### config.mk
export PLATFORM = sky130hd
export DESIGN_NAME = round_robin_task_scheduler
export DESIGN_NICKNAME = d
export VERILOG_FILES = /design/src/rrts_pkg.sv /design/src/round_robin_task_scheduler.sv /design/src/rrts_ctrl.sv /design/src/rrts_dp.sv
export SDC_FILE = /design/constraint.sdc
export NUM_CORES = 1
export LEC_CHECK = 0
export ABC_AREA = 1
export BUFFER_PORTS_ARGS = -buffer_cell sky130_fd_sc_hd__buf_2
export CAP_MARGIN = 20
export CORE_AREA = 2 2 114 161
export DETAILED_ROUTE_END_ITERATION = 10
export DIE_AREA = 0 0 116 163
export PLACE_DENSITY = 0.51
export SYNTH_ARGS = -nofsm -noshare
export SYNTH_HDL_FRONTEND = slang
export SYNTH_SLANG_ARGS = --single-unit
### constraint.sdc
create_clock -name clk -period 3.2 [get_ports clk]
set_clock_uncertainty 0.15 [all_clocks]
set_input_delay 0.96 -clock clk [delete_from_list [all_inputs] [get_ports clk]]
set_output_delay 0.96 -clock clk [all_outputs]
set_load 0.03 [all_outputs]
### src/rrts_pkg.sv
// Package for the round-robin task scheduler.
// Holds field widths, operation codes, channel item structs and the
// controller/datapath command and status structs. No dependencies.
`default_nettype none

package rrts_pkg;

  localparam int TASK_W        = 4;
  localparam int FUNC_W        = 3;
  localparam int QLEN_W        = 5;
  localparam int NUM_IDS       = 2 ** TASK_W;
  localparam int DEF_MAX_TASKS = 16;

  typedef enum logic [FUNC_W-1:0] {
    FUNC_CREATE   = 3'd0,
    FUNC_BLOCK    = 3'd1,
    FUNC_WAKE     = 3'd2,
    FUNC_SCHEDULE = 3'd3,
    FUNC_START    = 3'd4
  } func_e;

  typedef enum logic [1:0] {
    SCAN_MATCH,
    SCAN_ROTATE,
    SCAN_PEEK
  } scan_mode_e;

  typedef struct packed {
    logic [FUNC_W-1:0] func;
    logic [TASK_W-1:0] task_id;
  } sched_in_t;

  typedef struct packed {
    logic [TASK_W-1:0] next_task;
    logic              next_valid;
    logic [TASK_W-1:0] current_task;
    logic [QLEN_W-1:0] queue_length;
    logic              was_sleeping;
  } sched_out_t;

  typedef struct packed {
    logic       load;
    logic       block_mark;
    logic       drop_pending;
    logic       scan_start;
    scan_mode_e scan_mode;
    logic       scan_step;
    logic       shrink;
    logic       append;
    logic       clear_sleep;
    logic       result;
  } sched_cmd_t;

  typedef struct packed {
    logic [FUNC_W-1:0] func;
    logic              slept;
    logic              empty;
    logic              scan_done;
  } sched_sts_t;

endpackage

`default_nettype wire

### src/round_robin_task_scheduler.sv
// Top level of the round-robin task scheduler.
// Joins rrts_ctrl and rrts_dp; types from rrts_pkg.
//
//   channel | handshake                  | item
//   evt     | evt_valid in, evt_stall out | sched_in_t  {func, task_id}
//   rsp     | rsp_valid out, rsp_stall in | sched_out_t {next_task .. was_sleeping}
//
// Accept to result: create and schedule pass scan, shrink and append; block and
// start pass scan and shrink; wake appends only a sleeping task; unused codes and an
// empty queue go to result. The scan reads one run queue entry per cycle.
// Reset: one cycle of rst; queue memory is not cleared, the length covers it.
// rsp_stall holds only the result register: the next item is accepted and
// runs up to its result cycle, where it waits for the register to free.
`default_nettype none

module round_robin_task_scheduler #(
  parameter int MAX_TASKS = rrts_pkg::DEF_MAX_TASKS
) (
  input  logic                 clk,
  input  logic                 rst,
  input  logic                 evt_valid,
  output logic                 evt_stall,
  input  rrts_pkg::sched_in_t  evt,
  output logic                 rsp_valid,
  input  logic                 rsp_stall,
  output rrts_pkg::sched_out_t rsp
);
  import rrts_pkg::*;

  sched_cmd_t cmd;
  sched_sts_t sts;

  rrts_ctrl u_ctrl (
    .clk       (clk),
    .rst       (rst),
    .evt_valid (evt_valid),
    .evt_stall (evt_stall),
    .rsp_valid (rsp_valid),
    .rsp_stall (rsp_stall),
    .sts       (sts),
    .cmd       (cmd)
  );

  rrts_dp #(
    .MAX_TASKS (MAX_TASKS)
  ) u_dp (
    .clk (clk),
    .rst (rst),
    .evt (evt),
    .cmd (cmd),
    .sts (sts),
    .rsp (rsp)
  );

endmodule

`default_nettype wire

### src/rrts_ctrl.sv
// Controller state machine of the task scheduler.
// Sequences load, dispatch, queue scan, shrink, append and result; uses rrts_pkg.
`default_nettype none

module rrts_ctrl (
  input  logic                 clk,
  input  logic                 rst,
  input  logic                 evt_valid,
  output logic                 evt_stall,
  output logic                 rsp_valid,
  input  logic                 rsp_stall,
  input  rrts_pkg::sched_sts_t sts,
  output rrts_pkg::sched_cmd_t cmd
);
  import rrts_pkg::*;

  typedef enum logic [2:0] {
    ST_IDLE,
    ST_DISPATCH,
    ST_SCAN,
    ST_SHRINK,
    ST_APPEND,
    ST_RESULT
  } state_t;

  state_t state, state_next;
  logic   out_free;

  assign out_free  = !rsp_valid || !rsp_stall;
  assign evt_stall = (state != ST_IDLE);

  always_comb begin
    cmd        = '0;
    state_next = state;
    case (state)
      ST_IDLE: begin
        if (evt_valid) begin
          cmd.load   = 1'b1;
          state_next = ST_DISPATCH;
        end
      end
      ST_DISPATCH: begin
        case (sts.func)
          FUNC_CREATE: begin
            cmd.scan_start = 1'b1;
            cmd.scan_mode  = SCAN_MATCH;
            state_next     = ST_SCAN;
          end
          FUNC_BLOCK: begin
            cmd.block_mark = 1'b1;
            cmd.scan_start = 1'b1;
            cmd.scan_mode  = SCAN_MATCH;
            state_next     = ST_SCAN;
          end
          FUNC_WAKE: begin
            state_next = sts.slept ? ST_APPEND : ST_RESULT;
          end
          FUNC_SCHEDULE: begin
            if (sts.empty) begin
              cmd.drop_pending = 1'b1;
              state_next       = ST_RESULT;
            end else begin
              cmd.scan_start = 1'b1;
              cmd.scan_mode  = SCAN_ROTATE;
              state_next     = ST_SCAN;
            end
          end
          FUNC_START: begin
            if (sts.empty) begin
              cmd.drop_pending = 1'b1;
              state_next       = ST_RESULT;
            end else begin
              cmd.scan_start = 1'b1;
              cmd.scan_mode  = SCAN_PEEK;
              state_next     = ST_SCAN;
            end
          end
          default: state_next = ST_RESULT;
        endcase
      end
      ST_SCAN: begin
        cmd.scan_step = 1'b1;
        if (sts.scan_done) begin
          state_next = ST_SHRINK;
        end
      end
      ST_SHRINK: begin
        cmd.shrink = 1'b1;
        if (sts.func == FUNC_CREATE || sts.func == FUNC_SCHEDULE) begin
          state_next = ST_APPEND;
        end else begin
          state_next = ST_RESULT;
        end
      end
      ST_APPEND: begin
        cmd.append      = 1'b1;
        cmd.clear_sleep = (sts.func != FUNC_SCHEDULE);
        state_next      = ST_RESULT;
      end
      ST_RESULT: begin
        if (out_free) begin
          cmd.result = 1'b1;
          state_next = ST_IDLE;
        end
      end
      default: state_next = ST_IDLE;
    endcase
  end

  always_ff @(posedge clk) begin
    if (rst) begin
      state     <= ST_IDLE;
      rsp_valid <= 1'b0;
    end else begin
      state <= state_next;
      if (cmd.result) begin
        rsp_valid <= 1'b1;
      end else if (!rsp_stall) begin
        rsp_valid <= 1'b0;
      end
    end
  end

endmodule

`default_nettype wire

### src/rrts_dp.sv
// Datapath of the task scheduler: run queue memory, queue length, sleep flags,
// running/pending task registers and the result register. Uses rrts_pkg.
`default_nettype none

module rrts_dp #(
  parameter int MAX_TASKS = rrts_pkg::DEF_MAX_TASKS
) (
  input  logic                 clk,
  input  logic                 rst,
  input  rrts_pkg::sched_in_t  evt,
  input  rrts_pkg::sched_cmd_t cmd,
  output rrts_pkg::sched_sts_t sts,
  output rrts_pkg::sched_out_t rsp
);
  import rrts_pkg::*;

  localparam int IDX_W = $clog2(MAX_TASKS);
  localparam int LEN_W = $clog2(MAX_TASKS + 1);

  logic [TASK_W-1:0]  run_order [MAX_TASKS];
  logic [LEN_W-1:0]   length;
  logic [LEN_W-1:0]   pos;
  logic [IDX_W-1:0]   rpos;
  logic               rvalid;
  logic               found;
  scan_mode_e         mode;
  logic [NUM_IDS-1:0] sleep_flags;
  logic [TASK_W-1:0]  running;
  logic [TASK_W-1:0]  pending;
  logic               pend_valid;

  logic [FUNC_W-1:0]  func;
  logic [TASK_W-1:0]  tid;
  logic [TASK_W-1:0]  app_task;
  logic               slept;
  logic [TASK_W-1:0]  rdata;

  logic               rd_en;
  logic [IDX_W-1:0]   rd_addr;
  logic               wr_en;
  logic [IDX_W-1:0]   wr_addr;
  logic [TASK_W-1:0]  wr_data;
  logic               shift_wr;
  logic               room;
  logic               head;
  logic               data_in;

  assign rd_en    = cmd.scan_step && (pos < length);
  assign rd_addr  = pos[IDX_W-1:0];
  assign data_in  = cmd.scan_step && rvalid;
  assign shift_wr = data_in && found;
  assign room     = (length < LEN_W'(MAX_TASKS));
  assign head     = (rpos == '0);

  // entries behind the removed one move down by one
  always_comb begin
    wr_en = shift_wr || (cmd.append && room);
    if (shift_wr) begin
      wr_addr = rpos - IDX_W'(1);
      wr_data = rdata;
    end else begin
      wr_addr = length[IDX_W-1:0];
      wr_data = app_task;
    end
  end

  always_ff @(posedge clk) begin
    if (wr_en) begin
      run_order[wr_addr] <= wr_data;
    end
    if (rd_en) begin
      rdata <= run_order[rd_addr];
    end
  end

  always_ff @(posedge clk) begin
    if (rst) begin
      length      <= '0;
      sleep_flags <= '0;
      running     <= '0;
      pending     <= '0;
      pend_valid  <= 1'b0;
      pos         <= '0;
      rvalid      <= 1'b0;
      found       <= 1'b0;
      mode        <= SCAN_MATCH;
    end else begin
      rvalid <= rd_en;
      if (rd_en) begin
        pos <= pos + LEN_W'(1);
      end
      if (cmd.scan_start) begin
        pos   <= '0;
        found <= 1'b0;
        mode  <= cmd.scan_mode;
      end
      if (cmd.block_mark) begin
        if (pend_valid && pending == tid) begin
          pending <= running;
        end
        sleep_flags[tid] <= 1'b1;
      end
      if (cmd.drop_pending) begin
        pend_valid <= 1'b0;
      end
      if (data_in) begin
        if (mode == SCAN_MATCH && !found && rdata == tid) begin
          found <= 1'b1;
        end
        if (mode != SCAN_MATCH && head) begin
          pending    <= rdata;
          running    <= rdata;
          pend_valid <= 1'b1;
          if (mode == SCAN_ROTATE) begin
            found <= 1'b1;
          end
        end
      end
      if (cmd.shrink && found) begin
        length <= length - LEN_W'(1);
      end
      if (cmd.append && room) begin
        length <= length + LEN_W'(1);
        if (cmd.clear_sleep) begin
          sleep_flags[app_task] <= 1'b0;
        end
      end
    end
  end

  always_ff @(posedge clk) begin
    rpos <= rd_addr;
    if (cmd.load) begin
      func     <= evt.func;
      tid      <= evt.task_id;
      app_task <= evt.task_id;
      slept    <= sleep_flags[evt.task_id];
    end
    if (data_in && mode == SCAN_ROTATE && head) begin
      app_task <= rdata;
    end
    if (cmd.result) begin
      rsp.next_task    <= pending;
      rsp.next_valid   <= pend_valid;
      rsp.current_task <= running;
      rsp.queue_length <= QLEN_W'(length);
      rsp.was_sleeping <= slept;
    end
  end

  assign sts.func      = func;
  assign sts.slept     = slept;
  assign sts.empty     = (length == '0);
  assign sts.scan_done = (pos >= length) && !rvalid;

endmodule

`default_nettype wire

# Word level (Yosys, flattened, before mapping)
# Memories as Yosys holds them, arrays and structs flattened. A register that Yosys moved wholly into a read port is not among the register bits.
# Cells that the tools add are included.
[classes]
addsub = 4
order_cmp = 8
n_eq_ne = 17
muxes = 54
bitwise_logic = 3
n_reduce_logical = 35
[op_table]
columns = ["cell", "count"]
rows = [
  ["16-bit two-way mux", 4],
  ["4-bit two-way mux", 8],
  ["1-bit two-way mux", 26],
  ["3-bit two-way mux", 6],
  ["3-bit one-hot mux with 3 select lines", 2],
  ["3-bit one-hot mux with 6 select lines", 1],
  ["16-bit bitwise AND", 1],
  ["16-bit NOT", 1],
  ["16-bit OR", 1],
  ["4-bit by 5-bit less-than comparator with 1-bit output (second input constant)", 3],
  ["5-bit two-way mux", 3],
  ["1-bit logical AND", 14],
  ["3-bit by 2-bit == test with 1-bit output (second input constant)", 4],
  ["5-bit by 1-bit adder with 5-bit output (second input constant)", 2],
  ["3-bit == test (second input constant)", 3],
  ["1-bit demux with 4-bit select", 2],
  ["4-bit == test", 2],
  ["4-bit by 1-bit greater-or-equal comparator with 1-bit output (second input constant)", 2],
  ["3-bit by 1-bit == test with 1-bit output (second input constant)", 2],
  ["3-bit logical NOT", 2],
  ["2-bit nonzero test", 3],
  ["2-bit OR reduction", 3],
  ["5-bit greater-or-equal comparator", 1],
  ["5-bit logical NOT", 1],
  ["17 further kinds", 24],
]
[word_totals]
regBits = 74
mem_bits_rw = 64
input_bits = 11
output_inout_bits = 17
memories = 1
[mem_list]
columns = ["memory", "words", "width", "rd", "rd_clocked_by_memory_dff", "write_ports", "line_no", "rtl"]
rows = [
  ["u_dp.run_order", 16, 4, 1, 1, 1, "rrts_dp.sv:20", "logic [TASK_W-1:0] run_order [MAX_TASKS];"],
]

# Depth between registers and ports, before layout
# Gate-level depths: netlist of run 1.
[depth]
depth_word = 10
mapped_depth = 12
ltp_nobuf = 11

# Cells and area by module
# A second synthesis of run 1 with hierarchy kept.
[unflattened]
cells_unflattened = 683
hier_area_um2 = 6447.4
[modules_own_cells]
columns = ["module", "instances", "cells_each", "area_each_um2", "seq_area_each_um2"]
rows = [
  ["rrts_dp", 1, 618, 6098.3, 3713.6],
  ["rrts_ctrl", 1, 65, 349.1, 80.1],
]

# Worst setup path after synthesis of run 1
# Ideal clock, no wire load.
[synth_timing]
path_type = "in2reg"
from = "input rsp_stall"
to = "register u_dp.rsp[0] (netlist name)"
t_arrival_ns = 1.745
required_ns = 2.664
path_slack_ns = 0.918
path_stages = 3
path_buffers = 0
cell_sequence = "nand2_1 inv_1 nor2_1"
[synth_rtl]
columns = ["element", "line_no", "rtl"]
rows = [
  ["start, declared", "round_robin_task_scheduler.sv:25", "input logic rsp_stall,"],
]

# Worst setup path after layout of run 1
[layout_timing]
from = "register u_ctrl.state[1]"
to = "output evt_stall"
[layout_between]
elab_chain_len = 1
[layout_lines]
columns = ["element", "line_no", "rtl"]
rows = [
  ["start, declared", "rrts_ctrl.sv:26", "state_t state, state_next;"],
  ["start signal, assigned", "rrts_ctrl.sv:115", "state <= state_next;"],
  ["3-bit nonzero test", "rrts_ctrl.sv:30", "assign evt_stall = (state != ST_IDLE);"],
  ["end, declared", "round_robin_task_scheduler.sv:22", "output logic evt_stall,"],
]
# No other way between the ends.

==> results of run 1 <==
[synth_stat cells (4+ instances only)]
master / number / area share
nor2_1: 113 / 0.067
o211ai_1: 13 / 0.015
a21oi_1: 38 / 0.030
nand2_1: 106 / 0.062
edfxtp_1: 95 / 0.45
nand3_1: 34 / 0.027
inv_1: 75 / 0.044
o32ai_1: 8 / 0.011
clkbuf_1: 13 / 0.0077
o21ai_0: 58 / 0.046
xnor2_1: 8 / 0.011
nand4_1: 4 / 0.0039
a211oi_1: 8 / 0.0094
nor2_2: 4 / 0.0039
ha_1: 11 / 0.022
dfxtp_1: 47 / 0.15
[path summary, 6_finish.rpt]
path,slack [ps],end,depth (start not counted),from
max,790,evt_stall,3,u_ctrl.state[1]
max reg2reg,900,u_dp.run_order[12][1],7,u_ctrl.state[1]
min reg2reg,310,u_dp.sleep_flags[15],2,u_dp.sleep_flags[15]
min,310,u_dp.sleep_flags[15],2,u_dp.sleep_flags[15]
[power by group through the flow]
stage	Combinational (mW)	Clock, mW	Sequential (mW)
floorplan	0.654	0	2.28
global placement	0.940	0	2.29
detailed placement	0.959	0	2.29
CTS	0.962	1.97	2.25
global route	1.07	2.05	2.26
finish	0.955	1.93	2.25
[state kept, by name, indices dropped and copies added, names as in the netlist, 2 cells and up]
name and count:
u_dp.rsp 15, u_dp.pending 4, u_dp.run_order 64, u_dp.tid 4, u_dp.length 5, u_dp.rpos 4, u_dp.running 4, u_dp.app_task 4
u_dp.mode 2, u_dp.sleep_flags 16, u_ctrl.state 3, u_dp.func 3, u_dp.rdata 4, u_dp.pos 5
[through the flow]
stage          utilization  instance area, um2  power, mW
6_report             0.420                7380       5.13
2_1_floorplan            -                6380       2.94
5_1_grt              0.420                7380       5.38
3_5_place_dp         0.387                6800       3.25
4_1_cts              0.420                7380       5.18
3_3_place_gp         0.387                6800       3.23
[final cells by class]
cell class,count,area (um2),share of cell area
clock buffers,17,425,0.0577
inverters,76,285,0.0387
repair buffers,36,203,0.0275
well taps,240,300,0.0407
flip-flops and latches,142,3790,0.514
clock inverters,15,150,0.0203
multi-input cells,433,2220,0.301
[worst min-delay path, cell delays in order, from the launching register on]
cell and delay [ps]:
dfxtp_1 300, inv_1 60, a21oi_1 50
[kinds of logic after synthesis]
group | after synthesis | synth area share
buffers and inverters | 94 | 0.0569
adders and majority gates | 12 | 0.0247
DFF | 142 | 0.595
AOI/OAI and AO/OA | 133 | 0.120
and+or+nand+nor | 277 | 0.188
xor gates and xnor gates | 11 | 0.0151
[routing by layer]
metal,global-route usage,wire [um]
met2,0.307,8210
met1,0.193,6310
met4,0.0731,386
met5,0,0
met3,0.0409,663
==> flow_summary.json, run 1 <==
{
  "outcome": "complete, no violations",
  "syn_area_per_cell_um2": 9.53,
  "dp_hpwl_mm": 11.2,
  "grt_max_degree": 37,
  "placementRows": 58,
  "grt_pass1_vias": 4538,
  "ant_nets": 0,
  "design.core.area_um2": 17600,
  "io_pins": 28,
  "crit_slowest_cell": "dfxtp_1",
  "p_leak_nw": 2.90,
  "vdd_ir_drop_max_uv": 362,
  "post-place-ws_ps": 868,
  "finalHoldWorstSlack_ps": 306,
  "synth_fp_nets": 692,
  "layout.cells.non_filler": 959,
  "relSlewSlack": 0.466,
  "syn_to_final_growth_pct": 15.7,
  "vias_per_cell": 4.96,
  "fin_crit_sh": 0.753,
  "port_buffers": 27,
  "path_cells": "nor2_2 -> nand2_1 -> buf_2",
  "syn_area_um2": 6380,
  "cts_resized": 0,
  "slew_violations": 0,
  "cts.sinks": 142,
  "synth_cells": 669,
  "min-delay-path-class": "reg -> reg",
  "wl_per_cell_um": 16.2,
  "yosys_warnings": 0,
  "synth-main-ff-cell": "edfxtp_1",
  "ys_ff_latch": 142,
  "period_minus_slack_ps": 2410,
  "cts_tree": "yes",
  "wirelength_mm": 15.6,
  "rsz0062_at_grt": "false",
  "pwr-share-comb": 0.186,
  "ys_seq_area_frac": 0.595,
  "tightest_slew_ps": 798,
  "clock_latency_ps": 430,
  "nets": 729,
  "cts.root.buffer_cell": "clkbuf_16",
  "p_clk_frac": 0.375,
  "ctsHoldBuffers": 0,
  "antenna_found_initial": 0,
  "path_class": "reg -> out",
  "timing.critical_path.buf_inv": 1,
  "initial_core_util": 0.363,
  "worstSetupStartpointType": "flip-flop",
  "end_kind": "output pin",
  "dieArea_um2": 18900,
  "firstDrtPassIters": 4,
  "final_common_cell": "nor2_1",
  "synth_cell_type_count": 38,
  "drcViolationCount": 0,
  "p_int_mw": 3.52,
  "setup_viol": 0,
  "path_max_fanout": 5,
  "swShare": 0.314,
  "grt_pass1_wl_mm": 24.0,
  "arrival_ps": 1300,
  "vias": 4757,
  "cts_setup_buffers": 0,
  "htreeDepth": 4,
  "postLayoutSetupSlackWorst_ps": 791,
  "numCtsBuffers": 17,
  "overflow": 0,
  "track_usage": 0.172,
  "max-cap-violations": 0,
  "diodes": 0,
  "fmax_mhz": 415,
  "first_iter_violations": 304,
  "p_seq_frac": 0.438,
  "power.density_nw_per_um2": 695,
  "clk_pin_slew_ps": 60,
  "critPathMaxStageDelay_ps": 460,
  "synthArstFlopShare": 0,
  "placed_cells": 927,
  "hold_violations": 0,
  "drive_gt1_frac": 0.118,
  "gp_congestion": 0.864,
  "layout_common_cells": "nor2_1 (113), nand2_1 (106), edfxtp_1 (95)",
  "setup_tns_ps": 0,
  "clk_path_buf_depth": 2,
  "fp.dieH_um": 163,
  "power.switching_mw": 1.61,
  "crit_family": "flip-flops",
  "dieWidth_um": 116,
  "cp_data_required_time_ps": 2090,
  "synth_edf_count": 95,
  "nFillCells": 1735
}
(Power assumes the default switching activity.)
==> run 2: changes to the inputs <==
--- a/config.mk
+++ b/config.mk
@@ -5,13 +5,13 @@
 export SDC_FILE = /design/constraint.sdc
 export NUM_CORES = 1
 export LEC_CHECK = 0
-export ABC_AREA = 1
+export ABC_AREA = 0
 export BUFFER_PORTS_ARGS = -buffer_cell sky130_fd_sc_hd__buf_2
 export CAP_MARGIN = 20
-export CORE_AREA = 2 2 114 161
+export CORE_AREA = 2 2 112 158
 export DETAILED_ROUTE_END_ITERATION = 10
-export DIE_AREA = 0 0 116 163
-export PLACE_DENSITY = 0.51
+export DIE_AREA = 0 0 114 160
+export PLACE_DENSITY = 0.53
 export SYNTH_ARGS = -nofsm -noshare
 export SYNTH_HDL_FRONTEND = slang
 export SYNTH_SLANG_ARGS = --single-unit
==> constraint.sdc (replaced) <==
create_clock -name clk -period 2.2 [get_ports clk]
set_clock_uncertainty 0.15 [all_clocks]
set_input_delay 0.66 -clock clk [delete_from_list [all_inputs] [get_ports clk]]
set_output_delay 0.66 -clock clk [all_outputs]
set_load 0.03 [all_outputs]
==> flow_summary.json, run 2 <==
{
  "outcome": "complete, no violations",
  "wirelength_mm": 13.9,
  "grt_util_met2": 0.293,
  "ys_seq_area_frac": 0.618,
  "fin_total_pwr_mw": 7.96,
  "top_regs": "u_dp.run_order (64), u_dp.sleep_flags (16), u_dp.rsp (15)",
  "path_max_fanout": 8,
  "port_buffers": 27,
  "period_minus_slack_ps": 2090,
  "synth-main-ff-cell": "edfxtp_1",
  "tightest_slew_ps": 588,
  "max-cap-violations": 0,
  "grt_pass1_vias": 4269,
  "drcViolationCount": 0,
  "fp.dieH_um": 160,
  "top_register": "u_dp.run_order",
  "clock_latency_ps": 410,
  "regToRegStartpoint": "u_ctrl.state[2]",
  "r2r-end": "u_dp.run_order[12][1]",
  "path_class": "reg -> reg",
  "io_pins": 28,
  "arrival_ps": 2010,
  "nets": 570,
  "r2r_cells": 4,
  "initial_core_util": 0.361,
  "rsz0062_at_grt": "false",
  "dieWidth_um": 114,
  "diodes": 0,
  "min-delay-path-class": "in -> reg",
  "drive_gt1_frac": 0.304,
  "synth_cell_type_count": 48,
  "cts_tree": "yes",
  "firstDrtPassIters": 4,
  "syn_area_per_cell_um2": 13.3,
  "design.core.area_um2": 17000,
  "numCtsBuffers": 17,
  "dp_hpwl_mm": 10.1,
  "synth_top_area_share": 0.465,
  "yosys_warnings": 0,
  "p_leak_nw": 2.70,
  "placementRows": 57,
  "synth_cells": 462,
  "syn_to_final_growth_pct": 24.1,
  "finalInstanceArea_um2": 7610,
  "place_area_um2": 6930,
  "ant_nets": 0,
  "clk_pin_slew_ps": 60,
  "syn_area_um2": 6130,
  "holdPathStages": 1,
  "clk_path_buf_depth": 2,
  "synth_edf_count": 95,
  "synthArstFlopShare": 0,
  "cts.sinks": 142,
  "dieArea_um2": 18200,
  "wl_per_cell_um": 18.2,
  "hold_end": "u_dp.func[0]",
  "grt_max_degree": 26,
  "largest_reg_flops": 64,
  "worstSetupStartpointType": "flip-flop",
  "synth_fp_nets": 485,
  "fmax_mhz": 477,
  "cp_data_required_time_ps": 2110,
  "rrSetupSlack_ps": 110,
  "fin_crit_sh": 0.952,
  "met1_usage": 0.173,
  "cts.root.buffer_cell": "clkbuf_16",
  "hold_violations": 0,
  "power.density_nw_per_um2": 1050,
  "layout_common_cells": "edfxtp_1 (95), buf_4 (54), dfxtp_1 (44)",
  "setup_viol": 0,
  "track_usage": 0.160,
  "final_common_cell": "edfxtp_1",
  "hold_path_startpoint": "evt[4]",
  "vias": 4045,
  "end_kind": "flip-flop",
  "gp_congestion": 0.821,
  "grt_util_met3": 0.0368,
  "synth_most_common_cell": "edfxtp_1",
  "vias_per_cell": 5.28,
  "synth.area.top_cells": "edfxtp_1 (47%), dfxtp_1 (15%), mux4_2 (7.7%)",
  "ys_ff_latch": 142,
  "synth_largest_area_cell": "edfxtp_1",
  "synth_top_cells_by_count": "edfxtp_1 (95), dfxtp_1 (47), nor2_1 (47)",
  "overflow": 0,
  "htreeDepth": 4,
  "antenna_found_initial": 0,
  "relSlewSlack": 0.607,
  "busiest_layer": "met2",
  "vdd_ir_drop_max_uv": 500,
  "grt_pass1_wl_mm": 22.2,
  "slew_violations": 0,
  "first_iter_violations": 232
}
## run 2: per-layer routing
| layer | part of all wire | up-vias |
|---|---|---|
| met4 | 0.029 | 0 |
| li1 | - | 1937 |
| met2 | 0.55 | 88 |
| met3 | 0.027 | 32 |
| met5 | 0 | - |
| met1 | 0.40 | 1988 |
## run 2: worst max path at each step
stage,from,end,depth (start not counted)
after detailed placement,u_ctrl.state[0],u_dp.pending[3],5
final,u_ctrl.state[2],u_dp.run_order[12][1],4
after floorplan,u_ctrl.state[0],u_dp.length[4],9
after CTS,u_ctrl.state[1],u_dp.run_order[6][1],6
after global routing,u_ctrl.state[0],u_dp.length[3],9
after global placement,u_ctrl.state[0],u_dp.run_order[1][1],4
## run 2: per-stage QoR
stage	setup WS (ps)	utilization	instances	setup TNS (ps)	hold slack [ps]
global route	5.36	0.449	766	0	262
floorplan	68.6	-	462	0	202
finish	105	0.449	766	0	281
detailed placement	-55.6	0.408	732	-758	303
CTS	4.70	0.441	764	0	263
global placement	-42.2	0.408	732	-1190	307
## run 2: report_power, final
group / leakage [nW] / total [mW] / switching (mW) / internal [mW]
Combinational: 1.18 / 1.87 / 1.05 / 0.817
Clock: 0.275 / 2.76 / 1.09 / 1.67
Sequential: 1.25 / 3.33 / 0.189 / 3.14
Total: 2.70 / 7.96 / 2.33 / 5.62
## run 2: layout make-up
type | instances | area [um2]
fill | 1508 | 9360
sequential | 142 | 3800
multi-input combinational | 289 | 2320
timing repair buffer | 85 | 623
clock buffer | 21 | 440
tap | 206 | 258
clock inverter | 11 | 120
inverter | 12 | 50.0
## run 2: critical path: stages (launching register included)
cell,delay [ps]
dfxtp_4,370
and4bb_2,340
and2_1,240
a31oi_2,250
nor2_1,390
## run 2: kinds of logic (layout without fill, tap and decap cells)
family                     count (synthesis)  after routing  share of synthesized area
AOI/OAI and AO/OA                         90             90                     0.0977
xor gates and xnor gates                  20             20                     0.0286
adders and majority gates                 12             12                     0.0257
buffers and inverters                     31            129                     0.0194
DFF                                      142            142                      0.618
muxes                                     38             38                      0.106
and+or+nand+nor                          129            129                      0.105
## run 2: what timing repair did
| action | in CTS | in global routing |
|---|---|---|
| hold buffers | 0 | 0 |
| gates resized for setup | 2 | 30 |
| pin swaps | 0 | 4 |
| endpoints found under the setup margin | 49 | 89 |
| buffers inserted | 0 | 2 |
==> run 3: changes to the inputs <==
--- a/config.mk
+++ b/config.mk
@@ -6,12 +6,14 @@
 export NUM_CORES = 1
 export LEC_CHECK = 0
 export ABC_AREA = 0
+export ABC_CLOCK_PERIOD_IN_PS = 2400
 export BUFFER_PORTS_ARGS = -buffer_cell sky130_fd_sc_hd__buf_2
 export CAP_MARGIN = 20
 export CORE_AREA = 2 2 112 158
+export CTS_CLUSTER_SIZE = 28
 export DETAILED_ROUTE_END_ITERATION = 10
 export DIE_AREA = 0 0 114 160
-export PLACE_DENSITY = 0.53
+export PLACE_DENSITY = 0.51
 export SYNTH_ARGS = -nofsm -noshare
 export SYNTH_HDL_FRONTEND = slang
 export SYNTH_SLANG_ARGS = --single-unit
==> constraint.sdc (replaced) <==
create_clock -name clk -period 2.4 [get_ports clk]
set_clock_uncertainty 0.15 [all_clocks]
set_input_delay 0.72 -clock clk [delete_from_list [all_inputs] [get_ports clk]]
set_output_delay 0.72 -clock clk [all_outputs]
set_load 0.03 [all_outputs]
==> flow_summary.json, run 3 (synthesized netlist as in run 2, its figures left out) <==
{
  "power.switching_mw": 2.06,
  "top_register": "u_dp.run_order",
  "vias": 3964,
  "outcome": "complete, no violations",
  "hold_violations": 0,
  "max-cap-violations": 0,
  "dieWidth_um": 114,
  "dieArea_um2": 18200,
  "gp_congestion": 0.891,
  "antenna_found_initial": 0,
  "ant_nets": 0,
  "final_common_cell": "edfxtp_1",
  "slew_violations": 0,
  "crit_slowest_cell": "or3b_1",
  "arrival_ps": 2480,
  "nets": 556,
  "design.core.area_um2": 17000,
  "grt_pass1_vias": 4140,
  "path_cells": "buf_4 -> or3b_1 -> or3_4 -> nor3_4 -> mux2i_1 -> a211oi_1",
  "htreeDepth": 4,
  "cts.sinks": 142,
  "initial_core_util": 0.361,
  "cts_tree": "yes",
  "first_iter_violations": 214,
  "min-delay-path-class": "reg -> reg",
  "ctsHoldBuffers": 0,
  "period_minus_slack_ps": 2300,
  "dp_hpwl_mm": 10.4,
  "wl_per_cell_um": 18.6,
  "port_buffers": 27,
  "vias_per_cell": 5.27,
  "worstSetupStartpointType": "flip-flop",
  "drive_gt1_frac": 0.245,
  "p_int_mw": 4.95,
  "p_clk_frac": 0.346,
  "track_usage": 0.162,
  "cts.root.buffer_cell": "clkbuf_16",
  "end_kind": "flip-flop",
  "p_leak_nw": 2.61,
  "setup_viol": 0,
  "syn_to_final_growth_pct": 20.1,
  "grt_max_degree": 26,
  "overflow": 0,
  "path_class": "reg -> reg",
  "p_seq_frac": 0.435,
  "power.density_nw_per_um2": 951,
  "diodes": 0,
  "drcViolationCount": 0,
  "relSlewSlack": 0.606,
  "grt_pass1_wl_mm": 22.0,
  "rsz0062_at_grt": "false",
  "firstDrtPassIters": 4,
  "path_max_fanout": 8,
  "nFillCells": 1548,
  "fmax_mhz": 435,
  "clk_pin_slew_ps": 60,
  "io_pins": 28,
  "utilization": 0.434,
  "top_regs": "u_dp.run_order (64), u_dp.sleep_flags (16), u_dp.rsp (15)",
  "finalHoldWorstSlack_ps": 302,
  "clk_path_buf_depth": 2,
  "cp_data_required_time_ps": 2580,
  "vdd_ir_drop_max_uv": 512,
  "placementRows": 57,
  "layout_common_cells": "edfxtp_1 (95), dfxtp_1 (47), nor2_1 (46)",
  "largest_reg_flops": 64,
  "critPathMaxStageDelay_ps": 430,
  "numCtsBuffers": 17,
  "fin_crit_sh": 0.958,
  "wirelength_mm": 14.0,
  "fp.dieH_um": 160,
  "clock_latency_ps": 420,
  "tightest_slew_ps": 592,
  "pwr-share-comb": 0.219,
  "swShare": 0.294
}
run 3: cell types whose count changed in the layout (fill, tap and decap cells not counted), moves of 3 or more:
cell      delta
nor2_2       -6
buf_4       -12
clkinv_4     -3
dfxtp_1      +3
clkbuf_1     -4
nor2_1       +7
run 3: worst max-delay path, delay by kind of cell (launching register included):
kind / cells / cell delay [ps]
flip-flops: 1 / 340
AO/OA/AOI/OAI: 1 / 250
buffers and inverters: 1 / 170
AND/OR/NAND/NOR: 3 / 1150
multiplexers: 1 / 130
run 3: final cells by class:
cell class                      instances  area [um2]  share of cell area
Clock buffer                           19         453              0.0615
Clock inverter                         13        97.6              0.0132
Multi-Input combinational cell        289        2230               0.303
Tap cell                              206         258              0.0350
Sequential cell                       142        3790               0.515
Timing Repair Buffer                   71         490              0.0666
Inverter                               12        45.0             0.00611
run 3: repair_timing:
item | 4_1_cts | 5_1_grt
endpoints found under the setup margin | 1 | 42
pin swaps | 0 | 2
resized for setup | 1 | 3
buffers inserted | 0 | 0
run 3: layer usage:
layer	GRT usage	vias up	part of all wire
met2	0.292	83	0.56
met4	0.0926	0	0.033
li1	-	1907	-
met3	0.0361	25	0.026
met1	0.170	1949	0.38
met5	0	-	0
run 3: path summary, 6_finish.rpt:
| kind | endpoint | cells past startpoint | startpoint | slack, ps |
|---|---|---|---|---|
| hold / removal | u_dp.rsp[8] | 0 | u_dp.running[2] | 300 |
| hold reg to reg | u_dp.rsp[8] | 0 | u_dp.running[2] | 300 |
| setup reg to reg | u_dp.pending[0] | 6 | u_ctrl.state[1] | 100 |
| setup / recovery | u_dp.pending[0] | 6 | u_ctrl.state[1] | 100 |
run 3: power by group through the flow:
stage | Combinational (mW) | Clock (mW) | Sequential (mW)
2_1_floorplan | 0.945 | 0 | 3.06
3_5_place_dp | 1.54 | 0 | 3.10
3_3_place_gp | 1.53 | 0 | 3.09
6_report | 1.53 | 2.43 | 3.05
5_1_grt | 1.69 | 2.58 | 3.07
4_1_cts | 1.54 | 2.48 | 3.05
run 3: metrics by stage:
stage                     setup TNS, ps  area, um2  total power [mW]  cells  setup WS (ps)
after floorplan                       0       6130              4.01    462           84.5
after global placement            -19.5       6810              4.62    720          -10.1
after detailed placement              0       6810              4.63    720           49.3
after CTS                             0       7360              7.08    752           26.3
after global routing                  0       7370              7.34    752           1.50
final                                 0       7370              7.01    752            100
